===== config.mk =====
export PLATFORM = sky130hd
export DESIGN_NAME = ipv4hc_front
export DESIGN_NICKNAME = d
export VERILOG_FILES = /design/src/rtl/core/ipv4hc_pkg.sv /design/src/rtl/core/ipv4hc_front.sv
export SDC_FILE = /design/constraint.sdc
export NUM_CORES = 1
export LEC_CHECK = 0
export BUFFER_PORTS_ARGS = -buffer_cell sky130_fd_sc_hd__buf_2
export CAP_MARGIN = 20
export CORE_ASPECT_RATIO = 1.2
export CORE_MARGIN = 5
export CORE_UTILIZATION = 51
export CTS_CLUSTER_DIAMETER = 150
export DETAILED_ROUTE_END_ITERATION = 7
export PLACE_DENSITY_LB_ADDON = 0.05
export SLEW_MARGIN = 10
export SYNTH_ARGS = -nofsm -noshare
export SYNTH_HDL_FRONTEND = slang
export SYNTH_SLANG_ARGS = --single-unit

===== constraint.sdc =====
create_clock -name clk -period 5.8 [get_ports clk]
set_input_delay 1.16 -clock clk [delete_from_list [all_inputs] [get_ports clk]]
set_output_delay 1.16 -clock clk [all_outputs]
set_load 0.05 [all_outputs]

===== src/rtl/core/ipv4hc_pkg.sv =====
// shared types and constants of the ipv4 header checker
`timescale 1ns / 1ps
`default_nettype none

package ipv4hc_pkg;

    // verdict codes
    localparam logic [2:0] VERDICT_FORWARD     = 3'd0;
    localparam logic [2:0] VERDICT_BAD_VERSION = 3'd1;
    localparam logic [2:0] VERDICT_SHORT_HDR   = 3'd2;
    localparam logic [2:0] VERDICT_BAD_CSUM    = 3'd3;
    localparam logic [2:0] VERDICT_BAD_LENGTH  = 3'd4;
    localparam logic [2:0] VERDICT_UNHANDLED   = 3'd5;
    localparam logic [2:0] VERDICT_TRUNCATED   = 3'd6;

    localparam logic [3:0]  IP_VERSION = 4'd4;
    localparam logic [3:0]  MIN_IHL    = 4'd5;
    localparam logic [15:0] SUM_GOOD   = 16'hFFFF;

    // register indexes
    localparam logic REG_HANDLER_BOUND     = 1'b0;
    localparam logic REG_ACCEPTED_PROTOCOL = 1'b1;

    typedef struct packed {
        logic [7:0] packet_byte;
        logic       last_byte;
    } in_item_t;

    typedef struct packed {
        logic [2:0]  verdict;
        logic [7:0]  protocol_number;
        logic [31:0] source_address;
        logic [31:0] destination_address;
        logic [5:0]  header_bytes;
        logic [15:0] payload_bytes;
    } out_item_t;

    // per-packet record handed from the front to the back
    typedef struct packed {
        logic [3:0]  version;
        logic [3:0]  ihl;
        logic [15:0] sum;
        logic [15:0] count;
        logic        overflow;
        logic [15:0] length;
        logic [7:0]  protocol;
        logic [31:0] src;
        logic [31:0] dst;
    } summary_t;

endpackage

`default_nettype wire


===== src/rtl/core/ipv4hc_front.sv =====
// byte-wise header capture and ones-complement summing
`timescale 1ns / 1ps
`default_nettype none

module ipv4hc_front (
    input  wire logic                  clk,
    input  wire logic                  rst_n,
    input  wire logic                  take,
    input  wire ipv4hc_pkg::in_item_t  item,
    output logic                       summary_push,
    output ipv4hc_pkg::summary_t       summary
);

    logic [15:0] count_reg;
    logic        overflow_reg;
    logic [15:0] sum_reg;
    logic [7:0]  hold_reg;
    logic [3:0]  version_reg;
    logic [3:0]  ihl_reg;
    logic [15:0] length_reg;
    logic [7:0]  protocol_reg;
    logic [31:0] src_reg;
    logic [31:0] dst_reg;

    logic [15:0] count_next;
    logic        overflow_next;
    logic [15:0] sum_next;
    logic [7:0]  hold_next;
    logic [3:0]  version_next;
    logic [3:0]  ihl_next;
    logic [15:0] length_next;
    logic [7:0]  protocol_next;
    logic [31:0] src_next;
    logic [31:0] dst_next;

    logic [15:0] pos;
    logic [7:0]  b;
    logic        in_hdr;
    logic [16:0] raw_sum;

    assign pos = count_reg;
    assign b   = item.packet_byte;

    always_comb
    begin
        version_next  = version_reg;
        ihl_next      = ihl_reg;
        length_next   = length_reg;
        protocol_next = protocol_reg;
        src_next      = src_reg;
        dst_next      = dst_reg;
        hold_next     = hold_reg;
        sum_next      = sum_reg;

        // fixed-offset field capture
        if (pos == 16'd0)
        begin
            version_next = b[7:4];
            ihl_next     = b[3:0];
        end
        if (pos == 16'd2)
            length_next[15:8] = b;
        if (pos == 16'd3)
            length_next[7:0] = b;
        if (pos == 16'd9)
            protocol_next = b;
        if (pos[15:2] == 14'd3)
        begin
            unique case (pos[1:0])
                2'd0:    src_next[31:24] = b;
                2'd1:    src_next[23:16] = b;
                2'd2:    src_next[15:8]  = b;
                default: src_next[7:0]   = b;
            endcase
        end
        if (pos[15:2] == 14'd4)
        begin
            unique case (pos[1:0])
                2'd0:    dst_next[31:24] = b;
                2'd1:    dst_next[23:16] = b;
                2'd2:    dst_next[15:8]  = b;
                default: dst_next[7:0]   = b;
            endcase
        end

        // checksum span uses the length nibble of this byte at offset zero
        in_hdr  = pos < {10'd0, ihl_next, 2'b00};
        raw_sum = {1'b0, sum_reg} + {1'b0, hold_reg, b};
        if (in_hdr)
        begin
            if (!pos[0])
                hold_next = b;
            else
                sum_next = raw_sum[15:0] + {15'd0, raw_sum[16]};
        end

        // saturating byte count
        if (count_reg == 16'hFFFF)
        begin
            count_next    = count_reg;
            overflow_next = 1'b1;
        end
        else
        begin
            count_next    = count_reg + 16'd1;
            overflow_next = overflow_reg;
        end
    end

    assign summary_push = take && item.last_byte;

    always_comb
    begin
        summary.version  = version_next;
        summary.ihl      = ihl_next;
        summary.sum      = sum_next;
        summary.count    = count_next;
        summary.overflow = overflow_next;
        summary.length   = length_next;
        summary.protocol = protocol_next;
        summary.src      = src_next;
        summary.dst      = dst_next;
    end

    always_ff @(posedge clk or negedge rst_n)
    begin
        if (!rst_n)
        begin
            count_reg    <= '0;
            overflow_reg <= 1'b0;
            sum_reg      <= '0;
            hold_reg     <= '0;
            version_reg  <= '0;
            ihl_reg      <= '0;
            length_reg   <= '0;
            protocol_reg <= '0;
            src_reg      <= '0;
            dst_reg      <= '0;
        end
        else if (take)
        begin
            if (item.last_byte)
            begin
                count_reg    <= '0;
                overflow_reg <= 1'b0;
                sum_reg      <= '0;
                hold_reg     <= '0;
                version_reg  <= '0;
                ihl_reg      <= '0;
                length_reg   <= '0;
                protocol_reg <= '0;
                src_reg      <= '0;
                dst_reg      <= '0;
            end
            else
            begin
                count_reg    <= count_next;
                overflow_reg <= overflow_next;
                sum_reg      <= sum_next;
                hold_reg     <= hold_next;
                version_reg  <= version_next;
                ihl_reg      <= ihl_next;
                length_reg   <= length_next;
                protocol_reg <= protocol_next;
                src_reg      <= src_next;
                dst_reg      <= dst_next;
            end
        end
    end

endmodule

`default_nettype wire


=== Yosys cells after proc, flatten, opt, wreduce, memory -nomap -nowiden ===
Cells that the tools add are included.

* Add/sub/neg operators: 3
* Order comparisons: 1
* Eq/ne operators: 9
* Mux-type cells: 31
* Reductions and logical operators: 6

{| class="wikitable"
|+ Operators with widths
! kind !! count
|-
| 32-bit two-way mux || 4
|-
| 8-bit two-way mux || 15
|-
| 16-bit two-way mux || 6
|-
| 16-bit by 2-bit == test with 1-bit output, second input constant || 2
|-
| 16-bit by 16-bit adder with 17-bit output || 1
|-
| 16-bit by 1-bit adder with 16-bit output || 1
|-
| 16-bit by 1-bit adder with 16-bit output, second input constant || 1
|-
| 16-bit == test, second input constant || 1
|-
| 16-bit by 4-bit == test with 1-bit output, second input constant || 1
|-
| 16-bit zero test || 1
|-
| 16-bit by 6-bit < comparator with 1-bit output || 1
|-
| 4-bit two-way mux || 4
|-
| 14-bit by 2-bit == test with 1-bit output, second input constant || 1
|-
| 14-bit by 3-bit == test with 1-bit output, second input constant || 1
|-
| 3-bit AND reduction || 1
|-
| 3-bit OR reduction || 1
|-
| 2-bit by 1-bit == test with 1-bit output, second input constant || 1
|-
| 2-bit == test, second input constant || 1
|-
| 2-bit zero test || 1
|-
| 1-bit two-way mux || 2
|-
| 2-bit inequality test, second input constant || 1
|-
| 2-bit nonzero test || 1
|-
| 1-bit logical AND || 1
|}

* Register bits after elaboration: 137
* Bits of input ports: 12
* Output and inout port bits: 130
* Logic and storage cells: 60

=== Depth between registers and ports, before layout ===
Gate-level depths: netlist of the first run.

* Depth in word-level cells: 5
* Depth in mapped cells: 18
* Mapped depth without buffers: 18

=== Least setup slack after synthesis of the first run ===
No wires, ideal clock.

* Path type: input to output
* From: in item[1] (netlist name)
* To: out summary[119] (netlist name)
* Arrival time: 5.631 ns
* Required time: 4.640 ns
* Path slack: -0.991 ns
* Stages: 18
* Buffers on the path: 0
* Cell sequence: ha_1 > fa_1 > a211oi_1 > o21ai_0 > a21boi_0 > o21ai_0 > o21a_1 > a21o_1 > a21o_1 > ha_1 > ha_1 > and2_1 > and3_1 > nor3b_1 > and4_1 > nor3b_1 > xnor2_1 > o21ai_0

{| class="wikitable"
|+ RTL lines
! item !! line !! source
|-
| start, declared || ipv4hc_front.sv:9 || <nowiki>input wire ipv4hc_pkg::in_item_t item,</nowiki>
|-
| end, declared || ipv4hc_front.sv:11 || <nowiki>output ipv4hc_pkg::summary_t summary</nowiki>
|}

==> results of run 1 <==
through the flow:
step | hold slack, ns | util
final | 0.4783 | 0.6346
after floorplan | 0.4444 | -
after detailed placement | 0.4646 | 0.5866
after CTS | 0.4796 | 0.6277
after global placement | 0.4570 | 0.5866
after global routing | 0.4897 | 0.6346
kinds of logic (layout without fill, tap and decap cells):
| group | after synthesis | count (layout) | synth area share |
|---|---|---|---|
| adder cells (fa/ha/maj) | 26 | 26 | 0.04099 |
| XOR/XNOR | 36 | 36 | 0.03883 |
| buffers and inverters | 61 | 226 | 0.03082 |
| AO/OA/AOI/OAI | 235 | 235 | 0.1894 |
| AND/OR/NAND/NOR | 230 | 230 | 0.1304 |
| multiplexers | 107 | 107 | 0.1473 |
| flip-flops | 137 | 137 | 0.4223 |
critical path, stage by stage:
cell,delay (ns)
sky130_fd_sc_hd__buf_2,0.12
sky130_fd_sc_hd__ha_4,0.16
sky130_fd_sc_hd__fa_2,0.34
sky130_fd_sc_hd__a211oi_2,0.25
sky130_fd_sc_hd__o21ai_2,0.10
sky130_fd_sc_hd__a21boi_2,0.19
sky130_fd_sc_hd__o21ai_1,0.09
sky130_fd_sc_hd__o21a_1,0.12
sky130_fd_sc_hd__a21o_1,0.15
sky130_fd_sc_hd__a21o_1,0.18
sky130_fd_sc_hd__ha_4,0.17
sky130_fd_sc_hd__ha_4,0.15
sky130_fd_sc_hd__and2_4,0.13
sky130_fd_sc_hd__and3_4,0.14
sky130_fd_sc_hd__nor3b_2,0.15
sky130_fd_sc_hd__and4_4,0.22
sky130_fd_sc_hd__nor3b_4,0.15
sky130_fd_sc_hd__xnor2_2,0.17
sky130_fd_sc_hd__o21ai_2,0.17
sky130_fd_sc_hd__buf_6,0.18
layer usage:
layer | GRT usage | wire, um | up-vias
li1 | - | - | 3307
met1 | 0.3344 | 10290 | 3635
met2 | 0.4766 | 13170 | 287
met3 | 0.04741 | 1475 | 66
met4 | 0.1302 | 1084 | 0
met5 | 0 | 0 | -
power groups by stage:
stage	combinational (W)	clock (W)	sequential, W
floorplan	0.000733	0	0.00107
global placement	0.000989	0	0.00110
detailed placement	0.00100	0	0.00110
CTS	0.00102	0.00109	0.00108
global route	0.00112	0.00113	0.00109
finish	0.00105	0.00107	0.00109
path summary, 6_finish.rpt:
path                                           from                       to  cells after the start
max                                         item[1]             summary[119]                     20
min                          dst_reg[2]$_DFFE_PN0P_   dst_reg[2]$_DFFE_PN0P_                      2
max reg2reg                count_reg[8]$_DFFE_PN0P_   sum_reg[6]$_DFFE_PN0P_                     15
min reg2reg                  dst_reg[2]$_DFFE_PN0P_   dst_reg[2]$_DFFE_PN0P_                      2
max in group asynchronous                     rst_n  sum_reg[15]$_DFFE_PN0P_                      2
min in group asynchronous                     rst_n  sum_reg[10]$_DFFE_PN0P_                      1
layout make-up:
type / instances / area share
multi-input cells: 634 / 0.4626
flip-flops and latches: 137 / 0.3454
repair buffers: 179 / 0.1015
clock buffers: 17 / 0.04286
well taps: 208 / 0.02622
clock inverters: 15 / 0.01576
inverters: 15 / 0.005673
synth_stat cells (2+ instances only):
cell,number
sky130_fd_sc_hd__nand2_1,133
sky130_fd_sc_hd__mux2i_1,10
sky130_fd_sc_hd__nand3b_1,3
sky130_fd_sc_hd__o21a_1,5
sky130_fd_sc_hd__ha_1,25
sky130_fd_sc_hd__nor3_1,8
sky130_fd_sc_hd__a21oi_1,17
sky130_fd_sc_hd__a21o_1,17
sky130_fd_sc_hd__o31ai_1,4
sky130_fd_sc_hd__o211ai_1,5
sky130_fd_sc_hd__clkbuf_1,38
sky130_fd_sc_hd__nand4_1,2
sky130_fd_sc_hd__and2_1,10
sky130_fd_sc_hd__and3_1,6
sky130_fd_sc_hd__nor2b_1,8
sky130_fd_sc_hd__xor2_1,17
sky130_fd_sc_hd__a31oi_1,4
sky130_fd_sc_hd__mux2_2,96
sky130_fd_sc_hd__o2bb2ai_1,23
sky130_fd_sc_hd__nor4_1,3
sky130_fd_sc_hd__o21ai_0,97
sky130_fd_sc_hd__and4_1,2
sky130_fd_sc_hd__nor2_1,20
sky130_fd_sc_hd__nand2b_1,3
sky130_fd_sc_hd__buf_6,2
sky130_fd_sc_hd__or2_2,2
sky130_fd_sc_hd__xnor2_1,19
sky130_fd_sc_hd__inv_1,14
sky130_fd_sc_hd__nand3_1,19
sky130_fd_sc_hd__a211oi_1,2
sky130_fd_sc_hd__nor3b_1,3
sky130_fd_sc_hd__a22oi_1,14
sky130_fd_sc_hd__a22o_1,30
sky130_fd_sc_hd__o21ai_1,7
sky130_fd_sc_hd__dfrtp_1,137
sky130_fd_sc_hd__buf_1,3
sky130_fd_sc_hd__or4b_1,2
sky130_fd_sc_hd__buf_2,2
timing repair:
action                     4_1_cts  5_1_grt
resized for setup               12       19
pin swaps                        7       12
setup endpoints to repair       11       15
setup buffers                    2        2
==> metrics.md, run 1 <==
| Metric | Value |
|---|---|
| Status | `finished clean` |
| Average detailed-routed wire length per instance | `21.59 um` |
| Fill cells | `1316` |
| Vertical die dimension | `around 150 um` |
| Antenna violations before repair | `0` |
| Total area of sequential cells | `between 0.003 and 0.004 sq mm` |
| Number of top-level pins | `142` |
| Post-route setup slack | `0.1160 ns` |
| Maximum number of pins on one net before global-route repair | `62` |
| Initial DRC Count | `466` |
| Post-synthesis net count | `870` |
| Maximum buffer depth of the clock tree | `2` |
| Quantity of hold-fixing buffers added after cts | `0` |
| Crit path launch type | `input pin` |
| Number of hold violations in the final report | `0` |
| Number of nets in the layout | `slightly above 1000` |
| Clock transition at the registers of the reported paths | `approximately 0.07 ns` |
| Sequential group share of total power | `0.338` |
| Max Transition Viols Final | `0` |
| Final setup viols | `0` |
| Share of flip-flops with an asynchronous set or reset after synthesis | `1.000` |
| Detailed Routing Iterations Pass 1 | `5` |
| Power density cells | `about 320 mW/mm^2` |
| Global-route total usage across every layer | `0.2752` |
| Post-synthesis cell type with the largest combined area | `sky130_fd_sc_hd__dfrtp_1` |
| Drt drc | `0` |
| H-tree depth reported by CTS | `4` |
| Startpoint-to-endpoint class of the critical path | `in -> out` |
| Multi-input combinational cell area | `between 0.004 and 0.005 sq mm` |
| Power consumption | `roughly 0.0032 W` |
| Number of register bits inferred by synthesis | `137` |
| Setup Skew | `~0.01 ns` |
| Post-synthesis average cell area | `around 10 sq um` |
| First-pass GRT wire length | `40.56 mm` |
| Clock period minus final worst setup slack | `between 5 and 6 ns` |
| Worst reg2reg setup slack | `about 1.8 ns` |
| Area share of the largest cell type after synthesis | `0.4223` |
| Cell count after placement | `1169` |
| Die Area | `around 0.019 sq mm` |
| Ys Warns | `0` |
| Area growth, synth to finish | `22.25%` |
| TNS Setup | `0 ns` |
| Actual slew at the worst max-slew pin | `between 1 and 1.5 ns` |
| Cell at the root of the clock tree | `sky130_fd_sc_hd__clkbuf_16` |
| Starting density of the core | `0.5191` |
| TritonCTS buffer count | `17` |
| Internal Dissipation | `0.001970 W` |
| Per-cell via count in the routed design | `around 6.1` |
| Total detailed-routing wirelength | `between 20 and 30 mm` |
| Number of synthesized flops with an enable pin | `0` |
| Switching power | `0.001238 W` |
| Placeable core region | `between 0.015 and 0.02 sq mm` |
| Area of the mapped netlist | `around 0.0081 sq mm` |
| Number of cells produced by synthesis | `roughly 830` |
| Combinational share of power | `0.326` |
| Clk pwr share | `0.335` |
| Dominant register cell in the synthesized netlist | `sky130_fd_sc_hd__dfrtp_1` |
| CTS tree | `yes` |
| Arrival time of the worst setup path | `between 4 and 5 ns` |
| Placer's final routability congestion estimate | `0.9231` |
| Clock insertion delay at the later pin of the skew report | `~0.43 ns` |
| Cell row count | `50` |
| Instance area after placement | `roughly 0.0092 sq mm` |
| Peak supply drop | `0.2220 mV` |
| Achievable frequency | `0.1759 GHz` |
| Headroom to the max-slew limit | `0.2872` |
| Leakage | `just over 5 nW` |
| Worst endpoint required time | `~4.6 ns` |
| Via count of the first global-routing pass | `7431` |
| Number of nets with antenna violations after routing | `0` |
| Switching Share | `0.3859` |
| Layout Cell Area excl Fill | `between 0.009 and 0.01 sq mm` |
| Commonest non-fill, non-tap cells in the layout | `137 x sky130_fd_sc_hd__dfrtp_1, 136 x sky130_fd_sc_hd__buf_2, 132 x sky130_fd_sc_hd__nand2_1` |
| Via count | `7295` |
| Worst setup timing slack at the placement stage | `-0.3362 ns` |
| GR Overflow Total | `0` |
| Worst min-delay path category | `reg -> reg` |
| Number of input and output port buffers inserted | `141` |
| Number of sinks handled by clock tree synthesis | `137` |
| Type of element capturing the critical path | `output port` |
| Share of the cycle needed by the critical path after routing | `0.9800` |
| Number of unique standard cell types used by synthesis | `58` |
| Number of max-cap violations | `0` |
| Die Wd | `125.2 um` |
| Ranking of synthesized cells by area | `sky130_fd_sc_hd__dfrtp_1 42%, sky130_fd_sc_hd__mux2_2 13%, sky130_fd_sc_hd__nand2_1 6.1%, sky130_fd_sc_hd__o21ai_0 6.0%, sky130_fd_sc_hd__ha_1 3.9%` |
| Maximum fanout count along the critical path | `2` |
| Antenna diode count | `0` |
| Fin cells | `around 1200` |
| Share of cells above drive strength 1 | `0.3410` |
| Most common cell after layout, fill and taps aside | `sky130_fd_sc_hd__dfrtp_1` |
| DP Wirelength | `approximately 18 mm` |
| Sequential element share of the synthesized area | `0.4223` |
(Power assumes the default switching activity.)
==> run 2, diff against run 1 <==
- SETUP_SLACK_MARGIN: unset -> 0.5
==> run 2 against run 1 <==
Register-to-register slack better by 0.31 ns. Die area stayed put. Final cell count is 1.3% higher. Clock skew is 0.0030 ns lower. Critical path depth stayed put. Flip-flop and latch count stayed put. Sequential power hardly changed. Clock power is 4% higher. Critical path type unchanged. Largest cell class unchanged. Largest power group is now combinational cells.
==> metrics.md, run 2 (synthesis results as in run 1) <==
| Metric | Value |
|---|---|
| Drt drc | `0 (unchanged)` |
| Share of the cycle needed by the critical path after routing | `0.9725 (-0.007479)` |
| Leakage | `5.216 nW (+3.6%)` |
| Global-route total usage across every layer | `0.2831 (+0.007849)` |
| Instance area after placement | `0.009223 sq mm (+0.52%)` |
| Endpoint of the lowest-slack register-to-register path | `sum_reg[13]$_DFFE_PN0P_` |
| Cell at the root of the clock tree | `sky130_fd_sc_hd__clkbuf_16` |
| Setup repair after global routing missed its margin | `yes` |
| Maximum buffer depth of the clock tree | `2 (unchanged)` |
| Placeable core region | `0.01564 sq mm (unchanged)` |
| Post-route core utilization | `0.6705 (+0.03584)` |
| Headroom to the max-slew limit | `0.2743 (-0.01292)` |
| Sequential group share of total power | `0.319 (-0.019)` |
| Setup Skew | `0.007066 ns (-0.002950 ns)` |
| CP max-delay cell | `sky130_fd_sc_hd__fa_2` |
| Starting density of the core | `0.5191 (unchanged)` |
| Achievable frequency | `0.1773 GHz (+0.77%)` |
| Number of cells on the worst hold path | `2 (unchanged)` |
| Worst endpoint required time | `4.64 ns (about the same)` |
| H-tree depth reported by CTS | `4 (unchanged)` |
| Placer's final routability congestion estimate | `0.9136 (-1.0%)` |
| DP Wirelength | `17.67 mm (-1.4%)` |
| Worst path top cell family by delay | `compound AO/OA/AOI/OAI gates` |
| Startpoint-to-endpoint class of the critical path | `in -> out` |
| Via count of the first global-routing pass | `7426 (-0.067%)` |
| Crit path launch type | `input pin` |
| Layout Cell Area excl Fill | `0.01049 sq mm (+5.6%)` |
| Power consumption | `0.003407 W (+6.2%)` |
| Multi-input combinational cell area | `0.004875 sq mm (+6.2%)` |
| Number of nets in the layout | `1038 (+1.6%)` |
| Clock period minus final worst setup slack | `5.641 ns (-0.04338 ns)` |
| Power density cells | `324.9 mW/mm^2 (+0.55%)` |
| Status | `finished clean` |
| Number of input and output port buffers inserted | `141 (unchanged)` |
| Crit-path cells | `buf_8, ha_4, fa_2, a211oi_4, o21ai_2, a21boi_2, o21ai_1, o21a_1, a21o_1, a21o_1, ha_4, ha_4, and2_4, and3_4, nor3b_4, and4_4, nor3b_2, xnor2_2, o21ai_4, buf_6` |
| Internal Dissipation | `0.002141 W (+8.7%)` |
| Maximum fanout count along the critical path | `3 (+1)` |
| Share of cells above drive strength 1 | `0.3791 (+0.03805)` |
| Launching point of the worst reg2reg path | `count_reg[9]$_DFFE_PN0P_` |
| CTS tree | `yes` |
| Combinational share of power | `0.356 (+0.030)` |
| Final setup viols | `0 (unchanged)` |
| Arrival time of the worst setup path | `4.48 ns (-0.04 ns)` |
| GR Overflow Total | `0 (unchanged)` |
| Clock transition at the registers of the reported paths | `0.06 ns (about the same)` |
| Worst reg2reg path depth | `14 (-1)` |
| Antenna diode count | `0 (unchanged)` |
| Critical path's most frequent cell | `sky130_fd_sc_hd__ha_4` |
| Fill cells | `1243 (-5.5%)` |
| CP Buf/Inv Count | `2 (unchanged)` |
| Most common cell after layout, fill and taps aside | `sky130_fd_sc_hd__dfrtp_1` |
| Total area of sequential cells | `0.003431 sq mm (about the same)` |
| Commonest non-fill, non-tap cells in the layout | `135 x sky130_fd_sc_hd__dfrtp_1, 131 x sky130_fd_sc_hd__nand2_1, 121 x sky130_fd_sc_hd__buf_2` |
| Average detailed-routed wire length per instance | `21.88 um (+1.4%)` |
| TritonCTS buffer count | `17 (unchanged)` |
| Clk pwr share | `0.325 (-0.010)` |
| Critical path's largest stage delay | `0.37 ns (+0.03 ns)` |
| Source of the worst hold timing path | `src_reg[15]$_DFFE_PN0P_` |
| Via count | `7373 (+1.1%)` |
| Switching power | `0.001267 W (+2.3%)` |
| Area growth, synth to finish | `29.16%` |
| Vertical die dimension | `148.2 um (unchanged)` |
| Die Wd | `125.2 um (unchanged)` |
| Antenna violations before repair | `0 (unchanged)` |
| Type of element capturing the critical path | `output port` |
| Actual slew at the worst max-slew pin | `1.080 ns (+0.01923 ns)` |
| Clock insertion delay at the later pin of the skew report | `0.42 ns (about the same)` |
| Initial DRC Count | `414 (-11%)` |
| Worst reg2reg setup slack | `2.09 ns (+0.31 ns)` |
| First-pass GRT wire length | `41.43 mm (+2.2%)` |
| Peak supply drop | `0.1979 mV (-11%)` |
| Switching Share | `0.3717 (-0.01416)` |
| Max Transition Viols Final | `0 (unchanged)` |
| Number of sinks handled by clock tree synthesis | `137 (unchanged)` |
| Maximum number of pins on one net before global-route repair | `92 (+48%)` |
| Number of nets with antenna violations after routing | `0 (unchanged)` |
| Number of max-cap violations | `0 (unchanged)` |
| Per-cell via count in the routed design | `6.038 (-0.26%)` |
| Endpoint, Worst Hold | `src_reg[15]$_DFFE_PN0P_` |
| Die Area | `0.01855 sq mm (unchanged)` |
| Cell row count | `50 (unchanged)` |
| Quantity of hold-fixing buffers added after cts | `0 (unchanged)` |
| Detailed Routing Iterations Pass 1 | `5 (unchanged)` |
| Worst min-delay path category | `reg -> reg` |
| Total detailed-routing wirelength | `26.72 mm (+2.7%)` |
| Number of top-level pins | `142 (unchanged)` |
| Number of hold violations in the final report | `0 (unchanged)` |
## run 2: cell types whose count changed in the layout (fill, tap and decap cells not counted), sizes merged
cell / change
clkinvlp: -1
buf: +18
clkinv: +2
inv: -7
clkbuf: +3
bufinv: +1
## run 2: per-layer routing
metal	track usage	vias up	wire [um]
li1	-	3350	-
met1	0.3488	3633	10560
met2	0.4900	317	13310
met3	0.05172	73	1775
met4	0.1188	0	1078
met5	0	-	0
## run 2: worst max-delay path by stage
| stage | start | to | slack (ns) | cells past startpoint |
|---|---|---|---|---|
| after floorplan | item[1] | summary[119] | 0.24 | 18 |
| after global placement | item[1] | summary[119] | -0.008 | 20 |
| after detailed placement | item[1] | summary[119] | -0.04 | 20 |
| after CTS | item[1] | summary[119] | 0.16 | 20 |
| after global routing | item[1] | summary[119] | 0.03 | 20 |
| final | item[1] | summary[119] | 0.16 | 20 |
## run 2: worst register-to-register path: cells and delay by family (launching register included)
family | cells | cell delay (ns)
DFF | 1 | 0.46
muxes | 1 | 0.26
buffers and inverters | 2 | 0.33
adders and majority gates | 1 | 0.28
and+or+nand+nor | 6 | 1.25
AOI/OAI and AO/OA | 4 | 1.02
## run 2: stage by stage
| step | hold WS [ns] | setup TNS, ns | cells | worst slack (ns) |
|---|---|---|---|---|
| floorplan | 0.4444 | 0 | 832 | 0.2425 |
| global placement | 0.4568 | -0.007589 | 1159 | -0.007589 |
| detailed placement | 0.4667 | -0.03804 | 1159 | -0.03804 |
| CTS | 0.4804 | 0 | 1207 | 0.1576 |
| global route | 0.5026 | 0 | 1221 | 0.02613 |
| finish | 0.4746 | 0 | 1221 | 0.1594 |
## run 2: power by group through the flow
stage          logic, W  clock network [W]  registers, W
2_1_floorplan  0.000767                  0       0.00107
3_3_place_gp    0.00101                  0       0.00110
3_5_place_dp    0.00102                  0       0.00110
4_1_cts         0.00112            0.00111       0.00109
5_1_grt         0.00129            0.00116       0.00110
6_report        0.00121            0.00111       0.00109
## run 2: layout make-up
cell class	instances	share of cell area
well taps	208	0.02482
inverters	15	0.005369
flip-flops and latches	137	0.3272
repair buffers	195	0.1205
multi-input cells	634	0.4649
clock buffers	22	0.04618
clock inverters	10	0.01110
## run 2: repair_timing
| action | CTS | global route |
|---|---|---|
| setup endpoints to repair | 16 | 16 |
| pin swaps | 18 | 17 |
| resized for setup | 47 | 40 |
| buffers inserted | 16 | 14 |
==> run 3, diff against run 2 <==
- ABC_AREA: unset -> 1
- CORE_UTILIZATION: 51 -> 52
==> run 3 against run 2 <==
Cell area is 3.1% lower. Wire length is 3.8% lower. Clock skew is 0.0024 ns higher. Global-route usage is 0.51 points lower. Largest power group is now clock. Via count is 9.7% higher.
==> metrics.md, run 3 <==
| Metric | Value |
|---|---|
| Drt drc | `0 (unchanged)` |
| Cell at the root of the clock tree | `sky130_fd_sc_hd__clkbuf_16` |
| Crit-path cells | `clkbuf_4, ha_4, fa_2, nand2_1, nand2_2, nand3_2, nand2_2, nand2_2, nand2_1, a21oi_1, o21bai_1, ha_2, nand2_1, nor2_2, nand3_2, nor2_4, nand3_2, nor2_4, xor2_1, nand2_1, and2_1, buf_2` |
| Maximum fanout count along the critical path | `5 (+2)` |
| Vertical die dimension | `149.6 um (+0.92%)` |
| Share of flip-flops with an asynchronous set or reset after synthesis | `1.000 (unchanged)` |
| Number of hold violations in the final report | `0 (unchanged)` |
| Number of synthesized flops with an enable pin | `0 (unchanged)` |
| Number of unique standard cell types used by synthesis | `46 (-21%)` |
| Maximum buffer depth of the clock tree | `2 (unchanged)` |
| Number of sinks handled by clock tree synthesis | `137 (unchanged)` |
| Die Area | `0.01890 sq mm (+1.8%)` |
| Setup repair after global routing missed its margin | `no` |
| Most used standard cell by instance count after synthesis | `sky130_fd_sc_hd__nand2_1` |
| Quantity of hold-fixing buffers added after cts | `0 (unchanged)` |
| Sequential element share of the synthesized area | `0.4060 (-0.01621)` |
| Worst endpoint required time | `4.64 ns (about the same)` |
| Post-synthesis average cell area | `7.235 sq um (-26%)` |
| Initial DRC Count | `535 (+29%)` |
| Peak supply drop | `0.2270 mV (+15%)` |
| Source of the worst hold timing path | `src_reg[4]$_DFFE_PN0P_` |
| H-tree depth reported by CTS | `4 (unchanged)` |
| Crit path launch type | `input pin` |
| Via count | `8085 (+9.7%)` |
| Cell row count | `51 (+2.0%)` |
| Most common cell after layout, fill and taps aside | `sky130_fd_sc_hd__nand2_1` |
| Actual slew at the worst max-slew pin | `1.104 ns (+0.02331 ns)` |
| Max Transition Viols Final | `0 (unchanged)` |
| Endpoint, Worst Hold | `src_reg[4]$_DFFE_PN0P_` |
| Average detailed-routed wire length per instance | `16.86 um (-23%)` |
| Type of element capturing the critical path | `output port` |
| Antenna violations before repair | `0 (unchanged)` |
| Placer's final routability congestion estimate | `0.9524 (+4.2%)` |
| Antenna diode count | `0 (unchanged)` |
| Number of input and output port buffers inserted | `141 (unchanged)` |
| Starting density of the core | `0.5251 (+0.005934)` |
| Worst reg2reg path depth | `21 (+7)` |
| TNS Setup | `0 ns (unchanged)` |
| Placeable core region | `0.01608 sq mm (+2.8%)` |
| Global-route total usage across every layer | `0.2780 (-0.005083)` |
| Commonest non-fill, non-tap cells in the layout | `336 x sky130_fd_sc_hd__nand2_1, 201 x sky130_fd_sc_hd__inv_1, 137 x sky130_fd_sc_hd__dfrtp_1` |
| Startpoint-to-endpoint class of the critical path | `in -> out` |
| Setup Skew | `0.009514 ns (+0.002448 ns)` |
| Die Wd | `126.3 um (+0.91%)` |
| Critical path's largest stage delay | `0.22 ns (-0.15 ns)` |
| Final setup viols | `0 (unchanged)` |
| Total detailed-routing wirelength | `25.71 mm (-3.8%)` |
| DP Wirelength | `18.13 mm (+2.6%)` |
| Cell types with the highest counts after synthesis | `340 x sky130_fd_sc_hd__nand2_1, 203 x sky130_fd_sc_hd__inv_1, 137 x sky130_fd_sc_hd__dfrtp_1` |
| Power density cells | `308.2 mW/mm^2 (-5.1%)` |
| Endpoint of the lowest-slack register-to-register path | `sum_reg[12]$_DFFE_PN0P_` |
| Clock period minus final worst setup slack | `5.090 ns (-0.5505 ns)` |
| Post-synthesis cell type with the largest combined area | `sky130_fd_sc_hd__dfrtp_1` |
| Number of cells produced by synthesis | `1167 (+40%)` |
| Post-synthesis net count | `1205 (+39%)` |
| Critical path's most frequent cell | `sky130_fd_sc_hd__nand2_1` |
| Ys Warns | `0 (unchanged)` |
| Area of the mapped netlist | `0.008443 sq mm (+4.0%)` |
| Worst reg2reg setup slack | `2.52 ns (+0.43 ns)` |
| Clock insertion delay at the later pin of the skew report | `0.43 ns (about the same)` |
| Number of cells on the worst hold path | `2 (unchanged)` |
| Fin cells | `1525 (+25%)` |
| Via count of the first global-routing pass | `7781 (+4.8%)` |
| Worst setup timing slack at the placement stage | `0.2436 ns (+0.2816 ns)` |
| Arrival time of the worst setup path | `3.93 ns (-0.55 ns)` |
| TritonCTS buffer count | `17 (unchanged)` |
| Launching point of the worst reg2reg path | `count_reg[0]$_DFFE_PN0P_` |
| Share of cells above drive strength 1 | `0.1881 (-0.1910)` |
| Leakage | `5.920 nW (+13%)` |
| Dominant register cell in the synthesized netlist | `sky130_fd_sc_hd__dfrtp_1` |
| Number of register bits inferred by synthesis | `137 (unchanged)` |
| Cell count after placement | `1486 (+28%)` |
| Detailed Routing Iterations Pass 1 | `7 (+2)` |
| Ranking of synthesized cells by area | `sky130_fd_sc_hd__dfrtp_1 41%, sky130_fd_sc_hd__nand2_1 15%, sky130_fd_sc_hd__inv_1 9.0%, sky130_fd_sc_hd__o21ai_0 5.3%, sky130_fd_sc_hd__o22ai_1 5.3%` |
| Number of nets with antenna violations after routing | `0 (unchanged)` |
| Fill cells | `1534 (+23%)` |
| Maximum number of pins on one net before global-route repair | `99 (+7.6%)` |
| Headroom to the max-slew limit | `0.2643 (-0.01000)` |
| Area share of the largest cell type after synthesis | `0.4060 (-0.01621)` |
| CTS tree | `yes` |
| Worst min-delay path category | `reg -> reg` |
| Number of top-level pins | `142 (unchanged)` |
| GR Overflow Total | `0 (unchanged)` |
| Status | `finished clean` |
| Area growth, synth to finish | `20.35%` |
| CP max-delay cell | `sky130_fd_sc_hd__ha_2` |
| First-pass GRT wire length | `41.16 mm (-0.67%)` |
| Number of nets in the layout | `1338 (+29%)` |
| Per-cell via count in the routed design | `5.302 (-12%)` |
| Post-route setup slack | `0.7099 ns (+0.5505 ns)` |
| Share of the cycle needed by the critical path after routing | `0.8776 (-0.09492)` |
| Achievable frequency | `0.1965 GHz (+11%)` |
| Number of max-cap violations | `0 (unchanged)` |
| Clock transition at the registers of the reported paths | `0.06 ns (about the same)` |
[run 3: cell families (layout without fill, tap and decap cells)]
| kind of cell | count (synthesis) | after routing | synth area share |
|---|---|---|---|
| mux | 8 | 8 | 0.009485 |
| buf+inv | 253 | 399 | 0.1156 |
| compound gates | 230 | 230 | 0.1574 |
| flops | 137 | 137 | 0.4060 |
| fa+ha+maj | 26 | 26 | 0.03942 |
| simple gates | 495 | 495 | 0.2534 |
| xor+xnor | 18 | 18 | 0.01867 |
[run 3: through the flow]
stage          hold WS (ns)  cell area (sq um)  total power (W)    util
6_report             0.4794              10160         0.003132  0.6319
4_1_cts              0.4850               9940         0.003097  0.6181
5_1_grt              0.5043              10160         0.003290  0.6319
3_3_place_gp         0.4607               9308         0.002004  0.5788
3_5_place_dp         0.4698               9308         0.002003  0.5788
2_1_floorplan        0.4479               8443         0.001744       -
[run 3: worst max-delay path by stage]
stage | end | start | slack [ns]
global placement | summary[119] | item[1] | 0.35
CTS | summary[119] | item[8] | 0.50
detailed placement | summary[119] | item[1] | 0.24
floorplan | summary[107] | count_reg[0]$_DFFE_PN0P_ | 0.63
global route | summary[117] | item[1] | 0.48
finish | summary[116] | item[1] | 0.71
[run 3: layout make-up]
type,count,area [sq um],share of cell area
clock inverter,13,132.6,0.01305
timing repair buffer,158,882.1,0.08681
clock buffer,19,442.9,0.04359
sequential,137,3428,0.3374
tap,212,265.3,0.02611
multi-input combinational,777,4220,0.4153
inverter,209,789.5,0.07770
[run 3: critical path: cells and delay by family]
family	cells	cell delay (ns)
adders and majority gates	3	0.59
xor gates and xnor gates	1	0.16
and+or+nand+nor	14	1.45
AOI/OAI and AO/OA	2	0.22
buffers and inverters	2	0.36
[run 3: timing repair]
action	in CTS	in global routing
setup endpoints to repair	7	16
setup buffers	1	5
gates resized for setup	14	30
pin swaps	2	13
cloned	0	0
[run 3: power by group]
| group | switching [W] | total (W) | leakage, nW | internal [W] |
|---|---|---|---|---|
| registers | 0.0000534 | 0.00106 | 1.89 | 0.00100 |
| logic | 0.000725 | 0.00100 | 3.76 | 0.000277 |
| clock network | 0.000461 | 0.00107 | 0.270 | 0.000612 |
| total | 0.00124 | 0.00313 | 5.92 | 0.00189 |
[run 3: per-layer routing]
layer / wire length (um) / up-vias / GRT usage
met5: 0 / - / 0
li1: - / 4012 / -
met1: 11030 / 3755 / 0.3590
met2: 12330 / 266 / 0.4577
met4: 1034 / 0 / 0.1218
met3: 1309 / 52 / 0.05212
